===== src/hdl/vah_pkg.sv =====
// Shared constants, types and arctangent table for the vector angle to hue colour block.
package vah_pkg;

    localparam int GUARD_BITS   = 8;
    localparam int TABLE_LEN    = 24;
    localparam int Z_BITS       = 34;
    localparam int LEVEL_BITS   = 8;
    localparam int CFG_IDX_BITS = 1;

    localparam logic [CFG_IDX_BITS-1:0] CFG_MAX_LEVEL = 1'b0;
    localparam logic [CFG_IDX_BITS-1:0] CFG_MIN_LEVEL = 1'b1;

    localparam logic [LEVEL_BITS-1:0] MAX_LEVEL_RST = 8'd255;
    localparam logic [LEVEL_BITS-1:0] MIN_LEVEL_RST = 8'd50;

    localparam logic signed [Z_BITS-1:0] HALF_TURN = 34'sh0_8000_0000;

    localparam logic [31:0] ATAN_TURN [TABLE_LEN] = '{
        32'h20000000, 32'h12E4051E, 32'h09FB385B, 32'h051111D4, 32'h028B0D43, 32'h0145D7E1,
        32'h00A2F61E, 32'h00517C55, 32'h0028BE53, 32'h00145F2F, 32'h000A2F98, 32'h000517CC,
        32'h00028BE6, 32'h000145F3, 32'h0000A2FA, 32'h0000517D, 32'h000028BE, 32'h0000145F,
        32'h00000A30, 32'h00000518, 32'h0000028C, 32'h00000146, 32'h000000A3, 32'h00000051
    };

    typedef struct packed {
        logic skip;
        logic zero;
    } t_flags;

    typedef enum logic [2:0] {
        SEC_G_UP  = 3'd0,
        SEC_R_DN  = 3'd1,
        SEC_B_UP  = 3'd2,
        SEC_B_UPN = 3'd3,
        SEC_R_DNN = 3'd4,
        SEC_G_UPN = 3'd5
    } t_sector;

endpackage


===== src/hdl/vah_cordic_cell.sv =====
// One CORDIC vectoring cell: a single micro-rotation with its output register.
module vah_cordic_cell #(
    parameter int XW    = 27,
    parameter int SHIFT = 0
) (
    input  logic                              i_clk,
    input  logic                              i_en,
    input  logic signed [XW-1:0]              i_x,
    input  logic signed [XW-1:0]              i_y,
    input  logic signed [vah_pkg::Z_BITS-1:0] i_z,
    input  vah_pkg::t_flags                   i_flags,
    output logic signed [XW-1:0]              o_x,
    output logic signed [XW-1:0]              o_y,
    output logic signed [vah_pkg::Z_BITS-1:0] o_z,
    output vah_pkg::t_flags                   o_flags
);
    import vah_pkg::*;

    localparam logic signed [Z_BITS-1:0] STEP_ANGLE =
        {{(Z_BITS-32){1'b0}}, ATAN_TURN[SHIFT]};

    logic signed [XW-1:0]     w_dx;
    logic signed [XW-1:0]     w_dy;
    logic signed [XW-1:0]     n_x;
    logic signed [XW-1:0]     n_y;
    logic signed [Z_BITS-1:0] n_z;
    logic signed [XW-1:0]     r_x;
    logic signed [XW-1:0]     r_y;
    logic signed [Z_BITS-1:0] r_z;
    t_flags                   r_flags;

    assign w_dx = i_y >>> SHIFT;
    assign w_dy = i_x >>> SHIFT;

    always_comb begin
        if (i_flags.skip) begin
            n_x = i_x;
            n_y = i_y;
            n_z = i_z;
        end else if (!i_y[XW-1]) begin
            n_x = i_x + w_dx;
            n_y = i_y - w_dy;
            n_z = i_z + STEP_ANGLE;
        end else begin
            n_x = i_x - w_dx;
            n_y = i_y + w_dy;
            n_z = i_z - STEP_ANGLE;
        end
    end

    always_ff @(posedge i_clk) begin
        if (i_en) begin
            r_x     <= n_x;
            r_y     <= n_y;
            r_z     <= n_z;
            r_flags <= i_flags;
        end
    end

    assign o_x     = r_x;
    assign o_y     = r_y;
    assign o_z     = r_z;
    assign o_flags = r_flags;
endmodule


===== config.mk =====
export PLATFORM = sky130hd
export DESIGN_NAME = vah_cordic_cell
export DESIGN_NICKNAME = d
export VERILOG_FILES = /design/src/hdl/vah_pkg.sv /design/src/hdl/vah_cordic_cell.sv
export SDC_FILE = /design/constraint.sdc
export NUM_CORES = 1
export LEC_CHECK = 0
export BUFFER_PORTS_ARGS = -buffer_cell sky130_fd_sc_hd__buf_4
export CAP_MARGIN = 20
export CORE_MARGIN = 2
export CORE_UTILIZATION = 49
export DETAILED_ROUTE_END_ITERATION = 16
export GPL_ROUTABILITY_DRIVEN = 0
export PLACE_DENSITY = 0.84
export SLEW_MARGIN = 0
export SYNTH_ARGS = -nofsm -noshare
export SYNTH_HDL_FRONTEND = slang
export SYNTH_SLANG_ARGS = --single-unit

===== constraint.sdc =====
create_clock -name i_clk -period 2.3 [get_ports i_clk]
set_input_delay 0 -clock i_clk [delete_from_list [all_inputs] [get_ports i_clk]]
set_output_delay 0 -clock i_clk [all_outputs]
set_load 0.02 [all_outputs]

==> metrics.md, run 1 <==
| Metric | Value |
|---|---|
| Status | `finished with violations` |
| Failing checks | `setup timing` |
| Final worst setup slack | `-0.0676 ns` |
| PwrDens | `530 nW/µm²` |
| Routed WL | `30000 µm` |
| Post-synth EDFFs | `90` |
| Total Power | `6.38 mW` |
| HP Start | `i_x[18]` |
| Min Tclk post-route | `2.37 ns` |
| Critical Path RT | `2.41 ns` |
| Commonest non-fill, non-tap cell in the layout | `buf_4` |
| Peak VDD IR | `0.376 mV` |
| Crit path kind | `in2reg` |
| Area contributors post-synth | `edfxtp_1 (34%), ha_1 (13%), a21oi_1 (5.7%)` |
| Gate Count Post-Synth | `922` |
| Finish-stage setup viols | `5` |
| Number of I/O port buffers | `181` |
| Die Y | `132 µm` |
| Post-synthesis average cell area | `8.69 µm²` |
| Die area | `17400 µm²` |
| Total GRT Usage | `0.306` |
| WHS Endpoint | `o_x[18]$_DFFE_PP_` |
| TritonCTS buffer count | `9` |
| Crit-path cells | `buf_8 -> inv_1 -> ha_1 -> fa_1 -> nand2b_1 -> a21boi_1 -> o311a_1 -> o21ai_2 -> buf_4 -> a21oi_1 -> a2bb2oi_1 -> buf_4 -> xnor2_1 -> mux2i_1` |
| Most frequent cells in the layout | `buf_4 (360), edfxtp_1 (90), a21oi_1 (86), inv_1 (81), o21ai_0 (74)` |
| Async set or reset register ratio after synthesis | `0` |
| Vias per cell | `6.00` |
| Setup TNS | `-0.217 ns` |
| Top delay family on crit path | `compound AO/OA/AOI/OAI gates` |
| Area share of the largest cell type after synthesis | `0.337` |
| HPWL Detailed | `19600 µm` |
| Final std cells w/o fill | `1523` |
| Final period utilization | `1.03` |
| Most common cell on crit path | `buf_4` |
| Share of cells above drive strength 1 | `0.347` |
| WP buf/inv | `4` |
| Chip width | `132 µm` |
| CTS tree | `built` |
| Placed cell count | `1452` |
| Worst slew pin tran | `0.583 ns` |
| Area delta synth->final | `50.2%` |
| Yosys top cell by area | `edfxtp_1` |
| Sinks on Clock Net | `90` |
| First-pass GRT wire length | `43300 µm` |
| Critical Path End Type | `register` |
| Wire per inst | `19.7 µm` |
| Slowest stage delay, CP | `0.43 ns` |
| Top FF cell, synth | `edfxtp_1` |
| Rel. slew slack | `0.608` |
| Mapped Area | `8010 µm²` |
| Synth Warn # | `0` |
| Leakage power | `5.52 nW` |
| Max Slew Vio Count | `0` |
| Endpoints failing hold | `0` |
| Number of synthesized register bits | `90` |
| Number of cells on the critical path | `14` |
| Antenna Cells | `0` |
| CTS clk-pin slew, worst paths | `0.08 ns` |
| Worst-path maximum fanout | `4` |
| GRT overflow | `0` |
| Largest net degree at the start of global routing | `74` |
| Crit path launch type | `input port` |
| Count of cell types in the netlist | `75` |
| Root Driver | `clkbuf_16` |
| Initial antenna violation count | `0` |
| Total of max-cap violations | `0` |
| DRT antenna net count | `0` |
| Initial DRC Count | `1382` |
| Fmax | `422 MHz` |
| H-tree levels | `3` |
| NumNets Final | `1479` |
| Sequential area share after synthesis | `0.337` |
| CP max-delay cell | `fa_1` |
| Core ar. | `15900 µm²` |
| Syn nets | `1099` |
| FP Rows | `46` |
| WHS Path Cells | `3` |
| WP data arrival | `2.48 ns` |
| Post-route DRC violation count | `0` |
| Initial Util | `0.503` |
| Via count of the first global-routing pass | `8741` |
| RSZ-0062 raised after global routing | `yes` |
| Clock tree buffer depth | `2` |
| Routed via count | `9137` |
| I/O pin cnt | `182` |
| Hold Path Class | `in2reg` |
| Drt first pass iters | `8` |
==> Yosys cell counts (4+ instances only) <==
master and count:
xnor2_1 35, a211oi_1 8, nor3_1 30, a211o_1 4, a2111oi_0 4, nand2b_1 6, and3_1 9, nand3b_1 4
nor2_1 68, o211ai_1 9, o21a_1 4, a22o_1 4, or3_1 12, o21ai_0 78, nand2_1 65, o21bai_1 16
a21oi_1 91, ha_1 81, nand4_1 6, o31ai_1 7, xor2_1 7, a21o_1 26, nand3_1 12, buf_1 5
a31oi_1 16, mux2i_1 15, clkbuf_1 32, inv_1 84, nor2b_1 8, buf_2 10, edfxtp_1 90, fa_1 4
==> power breakdown <==
group	total (mW)	switching [mW]	internal, mW
sequential	2.10	0.0722	2.03
clock	1.52	0.765	0.756
combinational	2.75	1.49	1.26
==> cells by family (layout without fill, tap and decap cells) <==
family	after synthesis	after routing	synth area share
and+or+nand+nor	238	238	0.141
xor gates and xnor gates	42	42	0.0459
DFF	90	90	0.337
buffers and inverters	136	521	0.0662
adders and majority gates	85	85	0.136
AOI/OAI and AO/OA	313	313	0.250
muxes	18	18	0.0230
==> final cells by class <==
cell class                 instances  area, µm²
tap                              216        270
fill                            1027       3910
multi-input combinational        696       5110
clock inverter                     7       65.1
clock buffer                       9        225
inverter                          87        334
timing repair buffer             418       3330
sequential                        90       2700
==> timing repair <==
action,4_1_cts,5_1_grt
hold buffers,45,0
endpoints found under the setup margin,7,26
gates resized for setup,4,73
pin swaps,2,34
setup buffers,0,10
endpoints found under the hold margin,45,0
==> routing by layer <==
metal | share of wire | up-vias | track usage
met1 | 0.37 | 4225 | 0.379
met4 | 0.046 | 0 | 0.115
met5 | 0 | - | 0
met2 | 0.48 | 680 | 0.527
li1 | - | 4084 | -
met3 | 0.10 | 148 | 0.0611
==> state kept, by name (all words and copies together), names as in the netlist <==
register and count:
o_flags 2, o_z 34, o_x 27, o_y 27
==> through the flow <==
stage	worst slack, ns	util	instance area, µm²	hold slack (ns)
6_report	-0.0676	0.755	12000	0.00489
5_1_grt	-0.134	0.755	12000	0.0456
4_1_cts	-0.00755	0.730	11600	0.00341
3_5_place_dp	-0.395	0.682	10900	0.180
3_3_place_gp	-0.369	0.682	10900	0.178
2_1_floorplan	-0.0150	-	8070	0.0989
==> how the worst max path moves through the flow <==
| stage | from | slack, ns | endpoint |
|---|---|---|---|
| detailed placement | i_x[2] | -0.40 | o_y[24]$_DFFE_PP_ |
| CTS | i_x[2] | -0.008 | o_y[24]$_DFFE_PP_ |
| finish | i_y[0] | -0.07 | o_y[18]$_DFFE_PP_ |
| global route | i_y[0] | -0.13 | o_y[24]$_DFFE_PP_ |
| floorplan | i_x[5] | -0.01 | o_x[23]$_DFFE_PP_ |
| global placement | i_x[2] | -0.37 | o_y[24]$_DFFE_PP_ |
Note: power is estimated with default switching activity, not from simulation.
==> inputs of run 2 (changes only) <==
Settings changed: CORE_UTILIZATION 49 to 44, PLACE_DENSITY 0.84 to 0.78.
==> run 2 against run 1 <==
Effect of this change: the run now ends clean; total power up 1.0%; clock-buffer cell count unchanged; fmax is 5.5% higher; critical path depth is 1 lower; combinational power shrank 3%; sequential power about the same; utilization is 8.7 points lower; largest power group unchanged.
==> metrics.md, run 2 (synthesis results as in run 1) <==
| Metric | Value |
|---|---|
| Leakage power | `5.45 nW` |
| Clk pwr share | `0.263` |
| PwrDens | `539 nW/µm²` |
| Crit path kind | `in2reg` |
| Placed cell count | `1455` |
| Worst slew pin tran | `0.662 ns` |
| Most frequent cells in the layout | `buf_4 (344), edfxtp_1 (90), a21oi_1 (85), inv_1 (81), ha_1 (74)` |
| Peak VDD IR | `0.394 mV` |
| RSZ-0062 raised after global routing | `yes` |
| Endpoints failing hold | `0` |
| H-tree levels | `3` |
| Core ar. | `17900 µm²` |
| Flop pwr share | `0.324` |
| Fmax | `446 MHz` |
| Initial antenna violation count | `0` |
| Die area | `19300 µm²` |
| Worst setup path start | `i_x[3]` |
| WP data arrival | `2.36 ns` |
| Hold Path Class | `in2reg` |
| Multi-input gate area in the final layout | `5100 µm²` |
| Dpl ws | `-0.552 ns` |
| Routed via count | `8662` |
| Final std cells w/o fill | `1518` |
| Chip width | `139 µm` |
| Status | `completed` |
| Final worst setup slack | `0.0556 ns` |
| First-pass GRT wire length | `40800 µm` |
| Initial Util | `0.448` |
| Post-route DRC violation count | `0` |
| TritonCTS buffer count | `9` |
| Routed WL | `26800 µm` |
| NumNets Final | `1462` |
| Total of max-cap violations | `0` |
| CTS clk-pin slew, worst paths | `0.08 ns` |
| Via count of the first global-routing pass | `8138` |
| FP Rows | `49` |
| Share of cells above drive strength 1 | `0.342` |
| Die Y | `139 µm` |
| Antenna Cells | `0` |
| Clock tree buffer depth | `2` |
| Storage element area | `2700 µm²` |
| DRT antenna net count | `0` |
| Root Driver | `clkbuf_16` |
| Critical Path End Type | `register` |
| P_sw | `2.22 mW` |
| Finish-stage setup viols | `0` |
| Worst-path maximum fanout | `6` |
| FILL cells | `1358` |
| Total GRT Usage | `0.259` |
| GRT overflow | `0` |
| Drt first pass iters | `5` |
| Max Slew Vio Count | `0` |
| Sinks on Clock Net | `90` |
| Largest net degree at the start of global routing | `74` |
| Min Tclk post-route | `2.24 ns` |
| Sw Share | `0.345` |
| Commonest non-fill, non-tap cell in the layout | `buf_4` |
| Worst hold slack | `0.0114 ns` |
| Number of I/O port buffers | `181` |
| Max reg flops | `34` |
| Vias per cell | `5.71` |
| CTS tree | `built` |
| Wire per inst | `17.6 µm` |
| Final period utilization | `0.976` |
| Int Pwr | `4.22 mW` |
| Logic pwr share | `0.413` |
| Area delta synth->final | `49.3%` |
| I/O pin cnt | `182` |
| Critical Path RT | `2.41 ns` |
| Initial DRC Count | `977` |
| CP Capture Point | `o_y[20]$_DFFE_PP_` |
| HPWL Detailed | `19400 µm` |
| Rel. slew slack | `0.558` |
| Crit path launch type | `input port` |
## run 2: changes by cell type in the layout (fill, tap and decap cells not counted), sizes merged
cell	change
buf	-15
bufinv	+2
clkinv	-3
clkinvlp	-1
dlygate4sd3	-2
inv	+1
## run 2: power by group through the flow
stage | clock network (mW) | logic (mW) | registers (mW)
after floorplan | 0 | 1.10 | 2.35
after global placement | 0 | 2.38 | 2.12
after detailed placement | 0 | 2.42 | 2.12
after CTS | 1.71 | 2.51 | 2.09
after global routing | 1.76 | 2.86 | 2.10
final | 1.69 | 2.66 | 2.09
## run 2: worst min-delay path by stage
stage | start | end | slack [ns] | cells past startpoint
final | i_x[18] | o_x[18]$_DFFE_PP_ | 0.01 | 3
after global routing | i_x[3] | o_x[3]$_DFFE_PP_ | 0.07 | 3
after CTS | i_x[21] | o_x[21]$_DFFE_PP_ | 0.01 | 3
after detailed placement | i_z[8] | o_z[8]$_DFFE_PP_ | 0.18 | 1
after global placement | i_flags[0] | o_flags[0]$_DFFE_PP_ | 0.18 | 1
after floorplan | i_flags[0] | o_flags[0]$_DFFE_PP_ | 0.1 | 0
## run 2: metal layers
metal,track usage,wire length [µm]
met1,0.347,10900
met2,0.431,12700
met3,0.0352,2370
met4,0.0920,838
met5,0,0
## run 2: area by class of cell
cell class,count,area share
well taps,229,0.0240
inverters,87,0.0279
clock inverters,6,0.00806
flip-flops and latches,90,0.226
multi-input cells,696,0.427
repair buffers,401,0.269
clock buffers,9,0.0188
## run 2: stage by stage
stage | setup TNS, ns | utilization | power (mW) | area (µm²)
detailed placement | -8.33 | 0.605 | 4.54 | 10800
CTS | 0 | 0.650 | 6.31 | 11600
global route | -0.264 | 0.668 | 6.72 | 12000
finish | 0 | 0.668 | 6.44 | 12000
floorplan | -0.0358 | - | 3.45 | 8070
global placement | -6.80 | 0.605 | 4.50 | 10800
## run 2: worst max-delay path, cell delays in order
cell      delay (ns)
buf_4           0.13
inv_4           0.06
ha_4            0.21
buf_6           0.13
nor2_4          0.13
o21ai_4         0.09
buf_6           0.12
a2111o_1        0.43
a211o_4         0.42
a21oi_4         0.17
nor2_2          0.05
and3_1          0.15
or3_1           0.29
## run 2: what timing repair did
action,in CTS,in global routing
pin swaps,9,27
setup buffers,1,4
hold buffers,43,0
gates resized for setup,12,69
endpoints found under the setup margin,6,24
endpoints found under the hold margin,43,0
==> inputs of run 3 (changes only) <==
Settings changed: ABC_AREA set to 1, HOLD_SLACK_MARGIN set to 0.05, PLACE_DENSITY 0.78 to 0.76, SLEW_MARGIN 0 to 10.
==> run 3 against run 2 <==
Effect of this change: synthesized cell count up 52%; sequential share of layout area down 0.58 points; highest routed layer unchanged; combinational power shrank 2%; non-clock buffer count fell by 118; via count rose by 18%; clock power decreased by 13%; critical path type unchanged.
==> metrics.md, run 3 <==
| Metric | Value |
|---|---|
| I/O pin cnt | `182` |
| Top-count cell post-synth | `nand2_1` |
| Sinks on Clock Net | `90` |
| Wire per inst | `15.8 µm` |
| Initial antenna violation count | `0` |
| WHS Path Cells | `3` |
| Top FF cell, synth | `edfxtp_1` |
| TritonCTS buffer count | `9` |
| Hold Path Class | `in2reg` |
| Area contributors post-synth | `edfxtp_1 (29%), nand2_1 (18%), ha_1 (11%)` |
| Via count of the first global-routing pass | `9554` |
| Sequential area share after synthesis | `0.286` |
| Post-layout util | `0.584` |
| Die area | `22700 µm²` |
| Post-synth EDFFs | `90` |
| Area delta synth->final | `30.0%` |
| Final period utilization | `0.971` |
| Dpl ws | `0.00786 ns` |
| Final std cells w/o fill | `1933` |
| Core ar. | `21000 µm²` |
| Endpoints failing hold | `0` |
| Async set or reset register ratio after synthesis | `0` |
| Worst-path maximum fanout | `8` |
| Area share of the largest cell type after synthesis | `0.286` |
| Final worst setup slack | `0.0670 ns` |
| Count of cell types in the netlist | `40` |
| Mapped Area | `9450 µm²` |
| WP data arrival | `2.35 ns` |
| Most frequent cells in the layout | `nand2_1 (455), inv_1 (223), buf_4 (202), nand3_1 (112), edfxtp_1 (90)` |
| Max reg flops | `34` |
| PwrDens | `501 nW/µm²` |
| Crit path launch type | `input port` |
| Max Slew Vio Count | `0` |
| Rel. slew slack | `0.622` |
| DRT antenna net count | `0` |
| Number of synthesized register bits | `90` |
| CTS clk-pin slew, worst paths | `0.07 ns` |
| WHS Endpoint | `o_y[4]$_DFFE_PP_` |
| Initial Util | `0.449` |
| Syn nets | `1583` |
| Share of cells above drive strength 1 | `0.194` |
| Largest net degree at the start of global routing | `67` |
| Yosys top cell by area | `edfxtp_1` |
| H-tree levels | `3` |
| FP Rows | `53` |
| Post-route DRC violation count | `0` |
| Synth Warn # | `0` |
| Setup bufs post-CTS | `0` |
| Drt first pass iters | `8` |
| Clock tree buffer depth | `2` |
| CTS tree | `built` |
| Critical Path RT | `2.42 ns` |
| NumNets Final | `1830` |
| Routed WL | `30500 µm` |
| Crit path kind | `in2reg` |
| Min Tclk post-route | `2.23 ns` |
| Gate Count Post-Synth | `1406` |
| Chip width | `151 µm` |
| Number of I/O port buffers | `181` |
| Status | `completed` |
| HP Start | `i_y[4]` |
| Leakage power | `6.18 nW` |
| Die Y | `151 µm` |
| Antenna Cells | `0` |
| Routed via count | `10200` |
| Peak VDD IR | `0.306 mV` |
| Vias per cell | `5.28` |
| Commonest non-fill, non-tap cell in the layout | `nand2_1` |
| Fmax | `448 MHz` |
| Initial DRC Count | `841` |
| Total GRT Usage | `0.264` |
| Total of max-cap violations | `0` |
| Finish-stage setup viols | `0` |
| Post-synthesis average cell area | `6.72 µm²` |
| Worst slew pin tran | `0.567 ns` |
| HPWL Detailed | `23700 µm` |
| Critical Path End Type | `register` |
| First-pass GRT wire length | `46700 µm` |
| Placed cell count | `1838` |
| Root Driver | `clkbuf_16` |
| GRT overflow | `0` |
| Post-synth top cells | `nand2_1 (458), inv_1 (225), nand3_1 (117)` |
[run 3: changes by cell type after synthesis, moves of 22 or more]
cell     previous run  this run
a21oi_1            91        68
a21o_1             26         1
inv_1              84       225
xnor2_1            35         3
nand2_1            65       458
nor3_1             30         1
nand3_1            12       117
o21ai_1             1        27
o21ai_0            78        56
[run 3: final cells by class]
class	count	area [µm²]
repair buffers	283	2350
clock inverters	6	50.0
inverters	232	871
well taps	275	344
fillers	1947	8740
multi-input cells	1037	5730
flip-flops and latches	90	2700
clock buffers	10	229
[run 3: where the power goes]
part / total, mW / leakage, nW / internal [mW] / switching, mW
Sequential: 2.07 / 0.879 / 2.01 / 0.0529
Clock: 1.47 / 0.130 / 0.747 / 0.725
Combinational: 2.62 / 5.17 / 1.00 / 1.62
Total: 6.15 / 6.18 / 3.76 / 2.39
[run 3: how the worst max path moves through the flow]
stage	startpoint	endpoint	slack, ns	cells after the start
final	i_y[11]	o_y[21]$_DFFE_PP_	0.07	14
after global placement	i_x[4]	o_y[12]$_DFFE_PP_	0.003	13
after floorplan	i_y[0]	o_y[12]$_DFFE_PP_	0.55	12
after CTS	i_y[17]	o_y[22]$_DFFE_PP_	0.01	14
after detailed placement	i_x[4]	o_y[12]$_DFFE_PP_	0.008	13
after global routing	i_y[11]	o_y[24]$_DFFE_PP_	-0.01	14
[run 3: cells by family after synthesis]
family          count (synthesis)  synth area share
flops                          90             0.286
buf+inv                       279             0.125
simple gates                  731             0.333
compound gates                192             0.114
xor+xnor                       29            0.0269
fa+ha+maj                      85             0.116
[run 3: metal layers]
metal / up-vias / share of wire / GRT usage
met3: 86 / 0.10 / 0.0494
li1: 4974 / - / -
met2: 508 / 0.45 / 0.428
met5: - / 0 / 0
met4: 0 / 0.045 / 0.129
met1: 4640 / 0.41 / 0.337
[run 3: critical path, cell delays in order]
cell and delay (ns):
dlygate4sd3_1 0.54, buf_4 0.15, ha_2 0.45, nand2_2 0.13, nor2_2 0.21, inv_2 0.06, o21bai_1 0.24, nand2_1 0.17
nand3_1 0.10, nand2_1 0.05, nand3_1 0.08, nand2_1 0.07, nand2_1 0.06, nand2_1 0.04
[run 3: through the flow]
stage	hold slack (ns)	area (µm²)	total power, mW	TNS, ns
after floorplan	0.0989	9450	3.66	0
after global placement	0.178	11000	4.46	0
after detailed placement	0.179	11000	4.50	0
after CTS	0.0515	12100	6.09	0
after global routing	0.0617	12300	6.49	-0.0271
final	0.0518	12300	6.15	0
[run 3: timing repair]
item	CTS	global route
setup endpoints to repair	0	38
gates resized for setup	0	43
hold endpoints to repair	86	0
hold buffers	79	0
