<file path="src/hdl/vah_pkg.sv">
// Shared constants, types and arctangent table for the vector angle to hue colour block.
package vah_pkg;

    localparam int GUARD_BITS   = 8;
    localparam int TABLE_LEN    = 24;
    localparam int Z_BITS       = 34;
    localparam int LEVEL_BITS   = 8;
    localparam int CFG_IDX_BITS = 1;

    localparam logic [CFG_IDX_BITS-1:0] CFG_MAX_LEVEL = 1'b0;
    localparam logic [CFG_IDX_BITS-1:0] CFG_MIN_LEVEL = 1'b1;

    localparam logic [LEVEL_BITS-1:0] MAX_LEVEL_RST = 8'd255;
    localparam logic [LEVEL_BITS-1:0] MIN_LEVEL_RST = 8'd50;

    localparam logic signed [Z_BITS-1:0] HALF_TURN = 34'sh0_8000_0000;

    localparam logic [31:0] ATAN_TURN [TABLE_LEN] = '{
        32'h20000000, 32'h12E4051E, 32'h09FB385B, 32'h051111D4, 32'h028B0D43, 32'h0145D7E1,
        32'h00A2F61E, 32'h00517C55, 32'h0028BE53, 32'h00145F2F, 32'h000A2F98, 32'h000517CC,
        32'h00028BE6, 32'h000145F3, 32'h0000A2FA, 32'h0000517D, 32'h000028BE, 32'h0000145F,
        32'h00000A30, 32'h00000518, 32'h0000028C, 32'h00000146, 32'h000000A3, 32'h00000051
    };

    typedef struct packed {
        logic skip;
        logic zero;
    } t_flags;

    typedef enum logic [2:0] {
        SEC_G_UP  = 3'd0,
        SEC_R_DN  = 3'd1,
        SEC_B_UP  = 3'd2,
        SEC_B_UPN = 3'd3,
        SEC_R_DNN = 3'd4,
        SEC_G_UPN = 3'd5
    } t_sector;

endpackage

</file>
<file path="src/hdl/vah_hue_map.sv">
// Angle to hue wheel mapping: angle units, sector decode and channel ramp, three stages.
module vah_hue_map #(
    parameter int SECTOR_FRACTION_BITS = 12
) (
    input  logic                              i_clk,
    input  logic [2:0]                        i_load,
    input  logic signed [vah_pkg::Z_BITS-1:0] i_z,
    input  logic                              i_zero,
    input  logic [vah_pkg::LEVEL_BITS-1:0]    i_max_level,
    input  logic [vah_pkg::LEVEL_BITS-1:0]    i_min_level,
    output logic [vah_pkg::LEVEL_BITS-1:0]    o_red,
    output logic [vah_pkg::LEVEL_BITS-1:0]    o_green,
    output logic [vah_pkg::LEVEL_BITS-1:0]    o_blue
);
    import vah_pkg::*;

    localparam int F  = SECTOR_FRACTION_BITS;
    localparam int S  = 1 << F;
    localparam int AW = F + 4;
    localparam int FW = F + 1;
    localparam int PW = Z_BITS + F + 3;
    localparam int MW = LEVEL_BITS + FW;

    localparam logic signed [PW-1:0] ROUND_HALF = {{(PW-32){1'b0}}, 32'h8000_0000};
    localparam logic signed [AW-1:0] A_S  = AW'(S);
    localparam logic signed [AW-1:0] A_2S = AW'(2 * S);
    localparam logic signed [AW-1:0] A_3S = AW'(3 * S);
    localparam logic signed [AW-1:0] A_6S = AW'(6 * S);

    logic signed [PW-1:0]   w_zx;
    logic signed [PW-1:0]   w_prod;
    logic signed [AW-1:0]   w_a;
    logic signed [AW-1:0]   n_a;
    logic signed [AW-1:0]   r_a;
    logic                   r_zero_a;

    logic signed [AW-1:0]   w_off;
    t_sector                n_sec;
    t_sector                r_sec;
    logic [FW-1:0]          r_f;
    logic                   r_zero_b;

    logic [LEVEL_BITS-1:0]  w_range;
    logic [MW-1:0]          w_mul;
    logic [LEVEL_BITS-1:0]  w_p;
    logic [LEVEL_BITS-1:0]  w_up;
    logic [LEVEL_BITS-1:0]  w_dn;
    logic [LEVEL_BITS-1:0]  n_red;
    logic [LEVEL_BITS-1:0]  n_green;
    logic [LEVEL_BITS-1:0]  n_blue;
    logic [LEVEL_BITS-1:0]  r_red;
    logic [LEVEL_BITS-1:0]  r_green;
    logic [LEVEL_BITS-1:0]  r_blue;

    // angle in sector units, rounded half up, folded into (-3S, 3S]
    assign w_zx   = PW'(i_z);
    assign w_prod = ((w_zx + (w_zx <<< 1)) <<< (F + 1)) + ROUND_HALF;
    assign w_a    = w_prod[32 +: AW];

    always_comb begin
        if (w_a > A_3S) begin
            n_a = w_a - A_6S;
        end else if (w_a <= -A_3S) begin
            n_a = w_a + A_6S;
        end else begin
            n_a = w_a;
        end
    end

    always_ff @(posedge i_clk) begin
        if (i_load[0]) begin
            r_a      <= n_a;
            r_zero_a <= i_zero;
        end
    end

    always_comb begin
        if (!r_a[AW-1] && r_a <= A_S) begin
            n_sec = SEC_G_UP;
            w_off = r_a;
        end else if (!r_a[AW-1] && r_a <= A_2S) begin
            n_sec = SEC_R_DN;
            w_off = r_a - A_S;
        end else if (!r_a[AW-1]) begin
            n_sec = SEC_B_UP;
            w_off = r_a - A_2S;
        end else if (r_a > -A_S) begin
            n_sec = SEC_B_UPN;
            w_off = -r_a;
        end else if (r_a > -A_2S) begin
            n_sec = SEC_R_DNN;
            w_off = -r_a - A_S;
        end else begin
            n_sec = SEC_G_UPN;
            w_off = -r_a - A_2S;
        end
    end

    always_ff @(posedge i_clk) begin
        if (i_load[1]) begin
            r_sec    <= n_sec;
            r_f      <= w_off[FW-1:0];
            r_zero_b <= r_zero_a;
        end
    end

    assign w_range = (i_max_level > i_min_level) ? (i_max_level - i_min_level) : '0;
    assign w_mul   = MW'(w_range) * MW'(r_f);
    assign w_p     = w_mul[F +: LEVEL_BITS];
    assign w_up    = i_min_level + w_p;
    assign w_dn    = i_max_level - w_p;

    always_comb begin
        case (r_sec)
            SEC_G_UP: begin
                n_red = i_max_level; n_green = w_up;        n_blue = i_min_level;
            end
            SEC_R_DN: begin
                n_red = w_dn;        n_green = i_max_level; n_blue = i_min_level;
            end
            SEC_B_UP: begin
                n_red = i_min_level; n_green = i_max_level; n_blue = w_up;
            end
            SEC_B_UPN: begin
                n_red = i_max_level; n_green = i_min_level; n_blue = w_up;
            end
            SEC_R_DNN: begin
                n_red = w_dn;        n_green = i_min_level; n_blue = i_max_level;
            end
            default: begin
                n_red = i_min_level; n_green = w_up;        n_blue = i_max_level;
            end
        endcase
        if (r_zero_b) begin
            n_red   = i_min_level;
            n_green = i_max_level;
            n_blue  = i_max_level;
        end
    end

    always_ff @(posedge i_clk) begin
        if (i_load[2]) begin
            r_red   <= n_red;
            r_green <= n_green;
            r_blue  <= n_blue;
        end
    end

    assign o_red   = r_red;
    assign o_green = r_green;
    assign o_blue  = r_blue;
endmodule

</file>
<file path="config.mk">
export PLATFORM = sky130hd
export DESIGN_NAME = vah_hue_map
export DESIGN_NICKNAME = d
export VERILOG_FILES = /design/src/hdl/vah_pkg.sv /design/src/hdl/vah_hue_map.sv
export SDC_FILE = /design/constraint.sdc
export NUM_CORES = 1
export LEC_CHECK = 0
export ABC_AREA = 1
export BUFFER_PORTS_ARGS = -buffer_cell sky130_fd_sc_hd__buf_2
export CORE_ASPECT_RATIO = 0.5
export CORE_MARGIN = 4
export CORE_UTILIZATION = 58
export CTS_BUF_LIST = sky130_fd_sc_hd__clkbuf_8
export DETAILED_ROUTE_END_ITERATION = 12
export PLACE_DENSITY = 0.84
export SLEW_MARGIN = 20
export SYNTH_ARGS = -nofsm -noshare
export SYNTH_HDL_FRONTEND = slang
export SYNTH_SLANG_ARGS = --single-unit
</file>
<file path="constraint.sdc">
create_clock -name i_clk -period 6.9 [get_ports i_clk]
set_input_delay 0.345 -clock i_clk [delete_from_list [all_inputs] [get_ports i_clk]]
set_output_delay 0.345 -clock i_clk [all_outputs]
set_load 0.05 [all_outputs]
</file>
==> results of run 1 <==
==> timing repair <==
item | CTS | global route
resized for setup | 13 | 103
pin swaps | 13 | 80
setup buffers | 7 | 20
setup endpoints to repair | 7 | 13
==> routing by layer <==
metal,routed length [microns],global-route usage (%),vias up
met5,0,0,-
met2,14100,51.6,544
met1,11600,32.9,4831
met4,1440,10.5,0
li1,-,-,5102
met3,2280,4.32,122
==> through the flow <==
step	cells	hold WS [ns]	setup WS, ns	instance area [sq um]	util (%)
6_report	1953	0.174	-0.398	12500	74.7
5_1_grt	1953	0.156	-0.807	12500	74.7
4_1_cts	1935	0.167	-0.0311	12000	71.5
3_5_place_dp	1912	0.411	-0.652	11600	69.6
3_3_place_gp	1912	0.403	-0.461	11600	69.6
2_1_floorplan	1528	0.400	-0.0296	10300	-
==> cell usage in the layout, fill, tap and decap left out, drive strengths merged, types with 3 or more instances in the layout <==
cell    Yosys  layout
a21oi      76      76
a22oi      11      11
and2        8       8
buf         1     191
clkbuf      8       9
clkinv      4       6
edfxtp     58      58
fa         67      67
ha         95      95
inv       343     346
nand2     447     447
nand3      73      73
nand3b      6       6
nand4      19      19
nor2      213     213
nor3       13      13
o21ai      29      29
o22ai       8       8
o31ai       3       3
or2         3       3
xnor2      12      12
xor2       17      17
==> logic make-up (layout without fill, tap and decap cells) <==
family | Yosys count | after routing | share of synthesized area [%]
fa+ha+maj | 162 | 162 | 25.1
flops | 58 | 58 | 17.2
simple gates | 784 | 784 | 34.2
xor+xnor | 29 | 29 | 2.52
compound gates | 139 | 139 | 7.78
buf+inv | 356 | 554 | 13.2
==> flip-flops by register name (all words and copies together) (netlist names) <==
signal    flops
o_blue        8
o_green       8
o_red         8
r_a          16
r_f          13
r_sec         3
r_zero_a      1
r_zero_b      1
==> power by group <==
part | internal, mW | leakage, nW | switching (mW) | total, mW
logic | 1.98 | 6.07 | 2.49 | 4.48
clock network | 0.200 | 0.116 | 0.143 | 0.343
registers | 0.500 | 0.568 | 0.0481 | 0.548
==> worst min-delay path by stage <==
| stage | slack [ns] | cells past startpoint | end | start |
|---|---|---|---|---|
| 3_5_place_dp | 0.41 | 0 | r_zero_b | r_zero_a |
| 5_1_grt | 0.16 | 1 | r_zero_a | i_zero |
| 6_report | 0.17 | 1 | r_zero_a | i_zero |
| 3_3_place_gp | 0.40 | 0 | r_zero_b | r_zero_a |
| 4_1_cts | 0.17 | 1 | r_zero_a | i_zero |
| 2_1_floorplan | 0.40 | 0 | r_zero_b | r_zero_a |
==> area by class of cell <==
class	instances	area share [%]
Timing Repair Buffer	191	10.5
Tap cell	227	2.27
Inverter	347	10.6
Clock buffer	9	0.992
Multi-Input combinational cell	1114	61.1
Sequential cell	58	14.0
Clock inverter	7	0.692
==> flow_metrics.py, run 1 <==
metrics = {
    "critical_path": {
        "crit_fanout": 3,
        "worstReg2RegEnd": "o_red[7]",
        "cp.depth": 46,
        "reg2reg_setup_slack_ns": 0.57,
        "required_ns": 7.00,
        "path_delay_family": "adder cells",
        "end_kind": "flop",
        "cp-start-kind": "input pin",
        "cpMostUsedCell": "nor2_1",
        "r2r_cells": 34,
        "crit_type": "input pin to flop",
        "startpoint": "i_min_level[1]",
        "path_buf_inv": 7,
        "slowest_stage": "fa_1",
        "crit_end": "o_red[7]",
        "r2r-start": "r_f[2]",
        "cp.arrival_ns": 7.40,
        "max_stage_delay_ns": 0.55,
    },
    "synthesis": {
        "seq_area_frac_synth_pct": 17.2,
        "yosysMostFrequentCell": "nand2_1",
        "synth-seq-cells": 58,
        "synth_edf_count": 58,
        "netlist_area_sq_mm": 0.0101,
        "ys_top_cells_by_count": "411 x nand2_1, 333 x inv_1, 186 x nor2_1",
        "synth_area_leaders": "edfxtp_1 17%, nand2_1 15%, fa_1 13%, inv_1 12%, ha_1 12%",
        "netlist_instances": 1528,
        "synthArstFlopShare_pct": 0,
        "avgSynthCellArea_sq_um": 6.61,
        "yosysWarningCount": 0,
        "synth_top_area_share_pct": 17.2,
        "synth_top_flop_cell": "edfxtp_1",
        "synth_nets": 1745,
        "synth_largest_area_cell": "edfxtp_1",
        "synth_cell_types": 44,
    },
    "layout": {
        "drive_gt1_share_pct": 24.0,
        "seqCellArea_sq_mm": 0.00174,
        "num-nets-final": 1938,
        "synthToLayoutAreaGrowth_pct": 23.6,
        "insertedDiodeCount": 0,
        "num-fill-cells": 1315,
        "multi_input_area_sq_mm": 0.00762,
    },
    "clock_tree": {
        "cts_tree": "yes",
        "holdBufCountCts": 0,
        "worst_skew_pair.late_latency_ns": 0.35,
        "path_clk_slew_ns": 0.07,
        "cts_buffers": 9,
        "clock_sinks": 58,
        "cts_buffer_depth": 2,
        "htreeDepth": 3,
        "cts_root_buf": "clkbuf_8",
    },
    "sta": {
        "rsz0062_at_grt": "yes",
        "hold_viol": 0,
        "fin_crit_ns": 7.30,
        "setup_slack_ns": -0.398,
        "max_freq_ghz": 0.137,
        "worst-slew-pin-transition_ns": 0.885,
        "slew_violations": 0,
        "finalSetupTns_ns": -1.02,
        "slew_headroom_pct": 40.8,
        "min_period_over_period_pct": 106,
        "clock_skew_ns": 0.00557,
        "setup_viol_count_final": 6,
    },
    "route": {
        "finalWirelength_microns": 29400,
        "drc_errors": 0,
        "postRouteAntennaNets": 0,
        "avgViaCountPerCell": 5.43,
        "drt_pre_antenna_iters": 9,
        "dr_total_vias": 10600,
        "wl_per_cell_microns": 15.1,
        "drt_iter0_drc": 718,
    },
    "floorplanning": {
        "core_area_sq_mm": 0.0167,
        "die_w_microns": 195,
        "start_util_pct": 60.4,
        "ios": 79,
        "die_y_microns": 101,
        "dieArea_sq_mm": 0.0197,
        "fp-row-count": 33,
    },
    "global_route": {
        "antenna_found_initial": 0,
        "grt_remaining_overflow": 0,
        "grt_pass1_vias": 10300,
        "grt_max_degree": 25,
        "grt_pass1_wl_microns": 45700,
        "gr-usage-all-layers_pct": 27.7,
    },
    "placed_design": {
        "port_buffers": 78,
        "routabilityCongestion": 0.970,
        "hpwlAfterDp_microns": 22700,
    },
    "power_and_ir_drop": {
        "leakage_nw": 6.76,
        "total_power_mw": 5.37,
        "power_density_mw_per_mm2": 430,
        "ir_drop_mv": 0.434,
    },
    "flow_run": {
        "maxCapViolCount": 0,
    },
    "hold_path": {
        "hold_class": "input pin to flop",
    },
    "run_status": {
        "outcome": "complete, but fails checks",
        "violations": "setup timing",
    },
}
No activity file was read; power rests on OpenSTA's default activity.
==> run 2, diff against run 1 <==
- SKIP_LAST_GASP: unset -> 1
==> run 2 against run 1 <==
Compared with the run above: the flow still finishes with violations (setup timing); clock skew barely moved; first-iteration DRC count fell by 2.2%; count of clock-buffer cells in the layout unchanged; non-clock buffer count unchanged.
==> flow_metrics.py, run 2 (synthesized netlist as in run 1, its figures left out) <==
metrics = {
    "route": {
        "wl_met3_microns": 2210,
        "postRouteAntennaNets": 0,
        "finalWirelength_microns": 29300,
        "drt_pre_antenna_iters": 8,
        "wl_met1_microns": 11600,
        "top_layer_used": "met4",
        "dr_wl_met2_microns": 14100,
        "drc_errors": 0,
        "drt_iter0_drc": 702,
        "wl_per_cell_microns": 15.0,
        "dr_total_vias": 10600,
        "avgViaCountPerCell": 5.40,
    },
    "critical_path": {
        "slowest_stage": "fa_1",
        "crit_type": "input pin to flop",
        "cp-start-kind": "input pin",
        "cpMostUsedCell": "nor2_1",
        "max_stage_delay_ns": 0.55,
        "crit_fanout": 3,
        "cp.arrival_ns": 7.52,
        "required_ns": 7.11,
        "end_kind": "flop",
    },
    "flow_run": {
        "maxCapViolCount": 0,
    },
    "layout": {
        "drive_gt1_share_pct": 24.0,
        "final_common_cell": "nand2_1",
        "largest_register": "r_a",
        "largestRegisters": "r_a (16), r_f (13)",
        "num-fill-cells": 1315,
        "synthToLayoutAreaGrowth_pct": 23.6,
        "num-nets-final": 1938,
        "mostFrequentLayoutCells": "394 x nand2_1, 313 x inv_1, 165 x nor2_1",
        "insertedDiodeCount": 0,
        "final_util_pct": 74.6,
        "largest_reg_flops": 16,
    },
    "clock_tree": {
        "cts_buffers": 9,
        "cts_tree": "yes",
        "cts_buffer_depth": 2,
        "clock_sinks": 58,
        "htreeDepth": 3,
        "holdBufCountCts": 0,
        "cts_root_buf": "clkbuf_8",
        "worst_skew_pair.late_latency_ns": 0.35,
        "path_clk_slew_ns": 0.07,
    },
    "floorplanning": {
        "start_util_pct": 60.4,
        "dieArea_sq_mm": 0.0197,
        "core_area_sq_mm": 0.0167,
        "fp-row-count": 33,
        "ios": 79,
        "die_w_microns": 195,
        "die_y_microns": 101,
    },
    "sta": {
        "setup_slack_ns": -0.414,
        "fin_crit_ns": 7.31,
        "slew_violations": 0,
        "rsz0062_at_grt": "yes",
        "worst-slew-pin-transition_ns": 0.880,
        "hold_viol": 0,
        "min_period_over_period_pct": 106,
        "holdWs_ns": 0.174,
        "clock_skew_ns": 0.00587,
        "setup_viol_count_final": 6,
        "max_freq_ghz": 0.137,
        "slew_headroom_pct": 41.1,
    },
    "run_status": {
        "violations": "setup timing",
        "outcome": "complete, but fails checks",
    },
    "power_and_ir_drop": {
        "leakage_nw": 6.76,
        "ir_drop_mv": 0.432,
        "power_density_mw_per_mm2": 429,
    },
    "global_route": {
        "grt_max_degree": 25,
        "grt_pass1_vias": 10300,
        "gr-usage-all-layers_pct": 27.7,
        "grt_remaining_overflow": 0,
        "grt_pass1_wl_microns": 45700,
        "antenna_found_initial": 0,
    },
    "placed_design": {
        "routabilityCongestion": 0.970,
        "port_buffers": 78,
        "hpwlAfterDp_microns": 22700,
    },
    "hold_path": {
        "hold_class": "input pin to flop",
    },
}
==> run 2: cell counts in the layout (fill, tap and decap cells not counted) <==
Identical to the previous run, type by type.
==> run 2: worst paths after layout <==
path / start / endpoint / slack (ns) / depth (start not counted)
worst min register to register: r_zero_a / r_zero_b / 0.43 / 0
worst max-delay path: i_min_level[1] / o_red[7] / -0.41 / 46
worst min-delay path: i_zero / r_zero_a / 0.17 / 1
worst max register to register: r_f[2] / o_red[7] / 0.56 / 34
==> run 2: where the power goes <==
group | internal, mW | switching (mW) | leakage [nW] | total, mW
Combinational | 1.98 | 2.48 | 6.07 | 4.46
Clock | 0.200 | 0.142 | 0.116 | 0.342
Sequential | 0.500 | 0.0482 | 0.568 | 0.548
==> run 2: final cells by class <==
class	count	area [sq um]	share of cell area [%]
clock inverter	7	86.3	0.692
inverter	347	1320	10.6
multi-input combinational	1114	7620	61.1
tap	227	284	2.28
sequential	58	1740	14.0
timing repair buffer	191	1310	10.5
clock buffer	9	124	0.992
==> run 2: metal layers <==
layer  global-route usage, %  up-vias
met1                    32.9     4799
met4                    10.5        0
li1                        -     5108
met2                    51.6      516
met3                    4.32      127
met5                       0        -
==> run 2: critical path: cells and delay by family <==
family                     cells  cell delay (ns)
adders and majority gates      7             2.96
and+or+nand+nor               25             2.44
AOI/OAI and AO/OA              5             0.84
buffers and inverters          7             0.60
xor gates and xnor gates       2             0.32
==> run 2: metrics by stage <==
| stage | cell area [sq um] | worst slack, ns | std cells | setup TNS (ns) | power [mW] |
|---|---|---|---|---|---|
| floorplan | 10300 | -0.0296 | 1528 | -0.0296 | 2.76 |
| global placement | 11600 | -0.461 | 1912 | -2.12 | 3.77 |
| CTS | 12000 | -0.0311 | 1935 | -0.0311 | 4.44 |
| global route | 12500 | -0.807 | 1953 | -4.58 | 5.75 |
| detailed placement | 11600 | -0.652 | 1912 | -4.63 | 3.93 |
| finish | 12500 | -0.414 | 1953 | -0.985 | 5.35 |
==> run 2: repair_timing <==
item | 4_1_cts | 5_1_grt
setup buffers | 7 | 20
gates resized for setup | 13 | 102
setup endpoints to repair | 7 | 13
endpoints found under the hold margin | 0 | 0
pin swaps | 13 | 80
==> run 3, diff against run 2 <==
- CORE_UTILIZATION: 58 -> 50
- PLACE_DENSITY: 0.84 -> 0.71
- clock period: 6.9 -> 7.4 ns (I/O delays scaled with it)
==> run 3 against run 2 <==
Compared with the run above: worst setup slack gained 0.56 ns; critical endpoint unchanged; the run now ends clean; critical path depth fell by 2; combinational power shrank 29%; sequential share of layout area grew 0.61 points; global-route usage shrank 5.6 points; critical path type unchanged; design area down 4.2%; register-to-register slack improved by 0.64 ns; worst hold slack gained 0.037 ns; total power is 26% lower; flip-flop and latch count stayed put; largest cell class unchanged.
==> flow_metrics.py, run 3 (synthesized netlist as in run 1, its figures left out) <==
metrics = {
    "run_status": {
        "outcome": "completed",
    },
    "layout": {
        "mostFrequentLayoutCells": "398 x nand2_1, 319 x inv_1, 162 x nor2_1",
        "num-fill-cells": 1882,
        "drive_gt1_share_pct": 20.2,
        "final_common_cell": "nand2_1",
        "largestRegisters": "r_a (16), r_f (13)",
        "synthToLayoutAreaGrowth_pct": 18.4,
        "largest_reg_flops": 16,
        "num-nets-final": 1898,
        "insertedDiodeCount": 0,
        "largest_register": "r_a",
    },
    "route": {
        "dr_total_vias": 9752,
        "drt_pre_antenna_iters": 5,
        "drt_iter0_drc": 493,
        "drc_errors": 0,
        "avgViaCountPerCell": 5.00,
        "postRouteAntennaNets": 0,
        "wl_per_cell_microns": 13.1,
        "finalWirelength_microns": 25500,
    },
    "clock_tree": {
        "holdBufCountCts": 0,
        "worst_skew_pair.late_latency_ns": 0.34,
        "cts_buffer_depth": 2,
        "htreeDepth": 3,
        "cts_buffers": 9,
        "clock_sinks": 58,
        "cts_tree": "yes",
        "path_clk_slew_ns": 0.08,
        "cts_root_buf": "clkbuf_8",
    },
    "critical_path": {
        "cpMostUsedCell": "nor2_1",
        "max_stage_delay_ns": 0.56,
        "end_kind": "flop",
        "cp-start-kind": "input pin",
        "reg2reg_setup_slack_ns": 1.20,
        "r2r_cells": 34,
        "worstReg2RegEnd": "o_red[7]",
        "slowest_stage": "fa_1",
        "crit_end": "o_red[7]",
        "crit_fanout": 5,
        "startpoint": "i_min_level[6]",
        "r2r-start": "r_f[5]",
        "cp.arrival_ns": 7.45,
        "required_ns": 7.60,
        "crit_type": "input pin to flop",
    },
    "floorplanning": {
        "ios": 79,
        "fp-row-count": 36,
        "core_area_sq_mm": 0.0196,
        "die_w_microns": 209,
        "dieArea_sq_mm": 0.0227,
        "start_util_pct": 51.4,
        "die_y_microns": 108,
    },
    "global_route": {
        "gr-usage-all-layers_pct": 22.1,
        "gr-usage-met2_pct": 42.0,
        "grt_pass1_vias": 9538,
        "grt_remaining_overflow": 0,
        "grtUsageMet1_pct": 27.1,
        "use_met3_pct": 3.01,
        "grt_max_degree": 25,
        "grt_pass1_wl_microns": 42000,
        "gr-max-usage-layer": "met2",
        "antenna_found_initial": 0,
    },
    "sta": {
        "slew_violations": 0,
        "rsz0062_at_grt": "yes",
        "min_period_over_period_pct": 98.0,
        "worst-slew-pin-transition_ns": 0.779,
        "setup_viol_count_final": 0,
        "slew_headroom_pct": 46.7,
        "fin_crit_ns": 7.25,
        "clock_skew_ns": 0.0101,
        "finalSetupTns_ns": 0,
        "max_freq_ghz": 0.138,
        "hold_viol": 0,
        "holdWs_ns": 0.211,
    },
    "hold_path": {
        "hold_class": "input pin to flop",
        "min_from": "i_zero",
    },
    "power_and_ir_drop": {
        "leakage_nw": 6.50,
        "ir_drop_mv": 0.228,
        "power_density_mw_per_mm2": 331,
    },
    "placed_design": {
        "routabilityCongestion": 0.914,
        "port_buffers": 78,
        "hpwlAfterDp_microns": 21700,
    },
    "flow_run": {
        "maxCapViolCount": 0,
    },
}
[run 3: stage by stage]
step,util (%),power (mW),setup slack (ns),instance area (sq um),instances
2_1_floorplan,-,2.41,0.0415,10100,1528
3_3_place_gp,57.3,3.20,-0.0685,11300,1925
3_5_place_dp,57.3,3.29,-0.410,11300,1925
4_1_cts,58.4,3.61,0.00442,11500,1941
5_1_grt,60.9,4.38,-0.236,12000,1952
6_report,60.9,3.95,0.147,12000,1952
[run 3: worst min path at each step]
stage          cells past startpoint       end
6_report                           1  r_zero_a
3_5_place_dp                       0  r_zero_b
2_1_floorplan                      0  r_zero_b
4_1_cts                            1  r_zero_a
5_1_grt                            1  r_zero_a
3_3_place_gp                       0  r_zero_b
[run 3: cell type report]
type                    instances  area [sq um]  area share, %
clock buffers                   9           124           1.04
clock inverters                 7          70.1          0.586
inverters                     347          1310           11.0
multi-input cells            1114          7410           61.9
flip-flops and latches         58          1740           14.6
well taps                     266           333           2.78
repair buffers                151           970           8.11
[run 3: critical path: cells and delay by family]
family,cells,cell delay (ns)
adders and majority gates,7,3.04
and+or+nand+nor,25,2.58
buffers and inverters,8,0.75
AOI/OAI and AO/OA,2,0.38
xor gates and xnor gates,2,0.30
[run 3: repair_timing]
| item | in CTS | in global routing |
|---|---|---|
| buffers inserted | 0 | 11 |
| gates resized for setup | 4 | 113 |
| endpoints found under the setup margin | 3 | 13 |
| pin swaps | 0 | 66 |
[run 3: routing by layer]
| layer | wire, microns | part of all wire [%] |
|---|---|---|
| met5 | 0 | 0 |
| met4 | 393 | 1.5 |
| met3 | 1070 | 4.2 |
| met2 | 12600 | 49 |
| met1 | 11400 | 45 |
[run 3: power breakdown]
part           leakage, nW  internal [mW]  switching [mW]
Combinational         5.85           1.37            1.79
Clock               0.0889          0.154           0.136
Sequential           0.568          0.466          0.0456
Total                 6.50           1.99            1.97
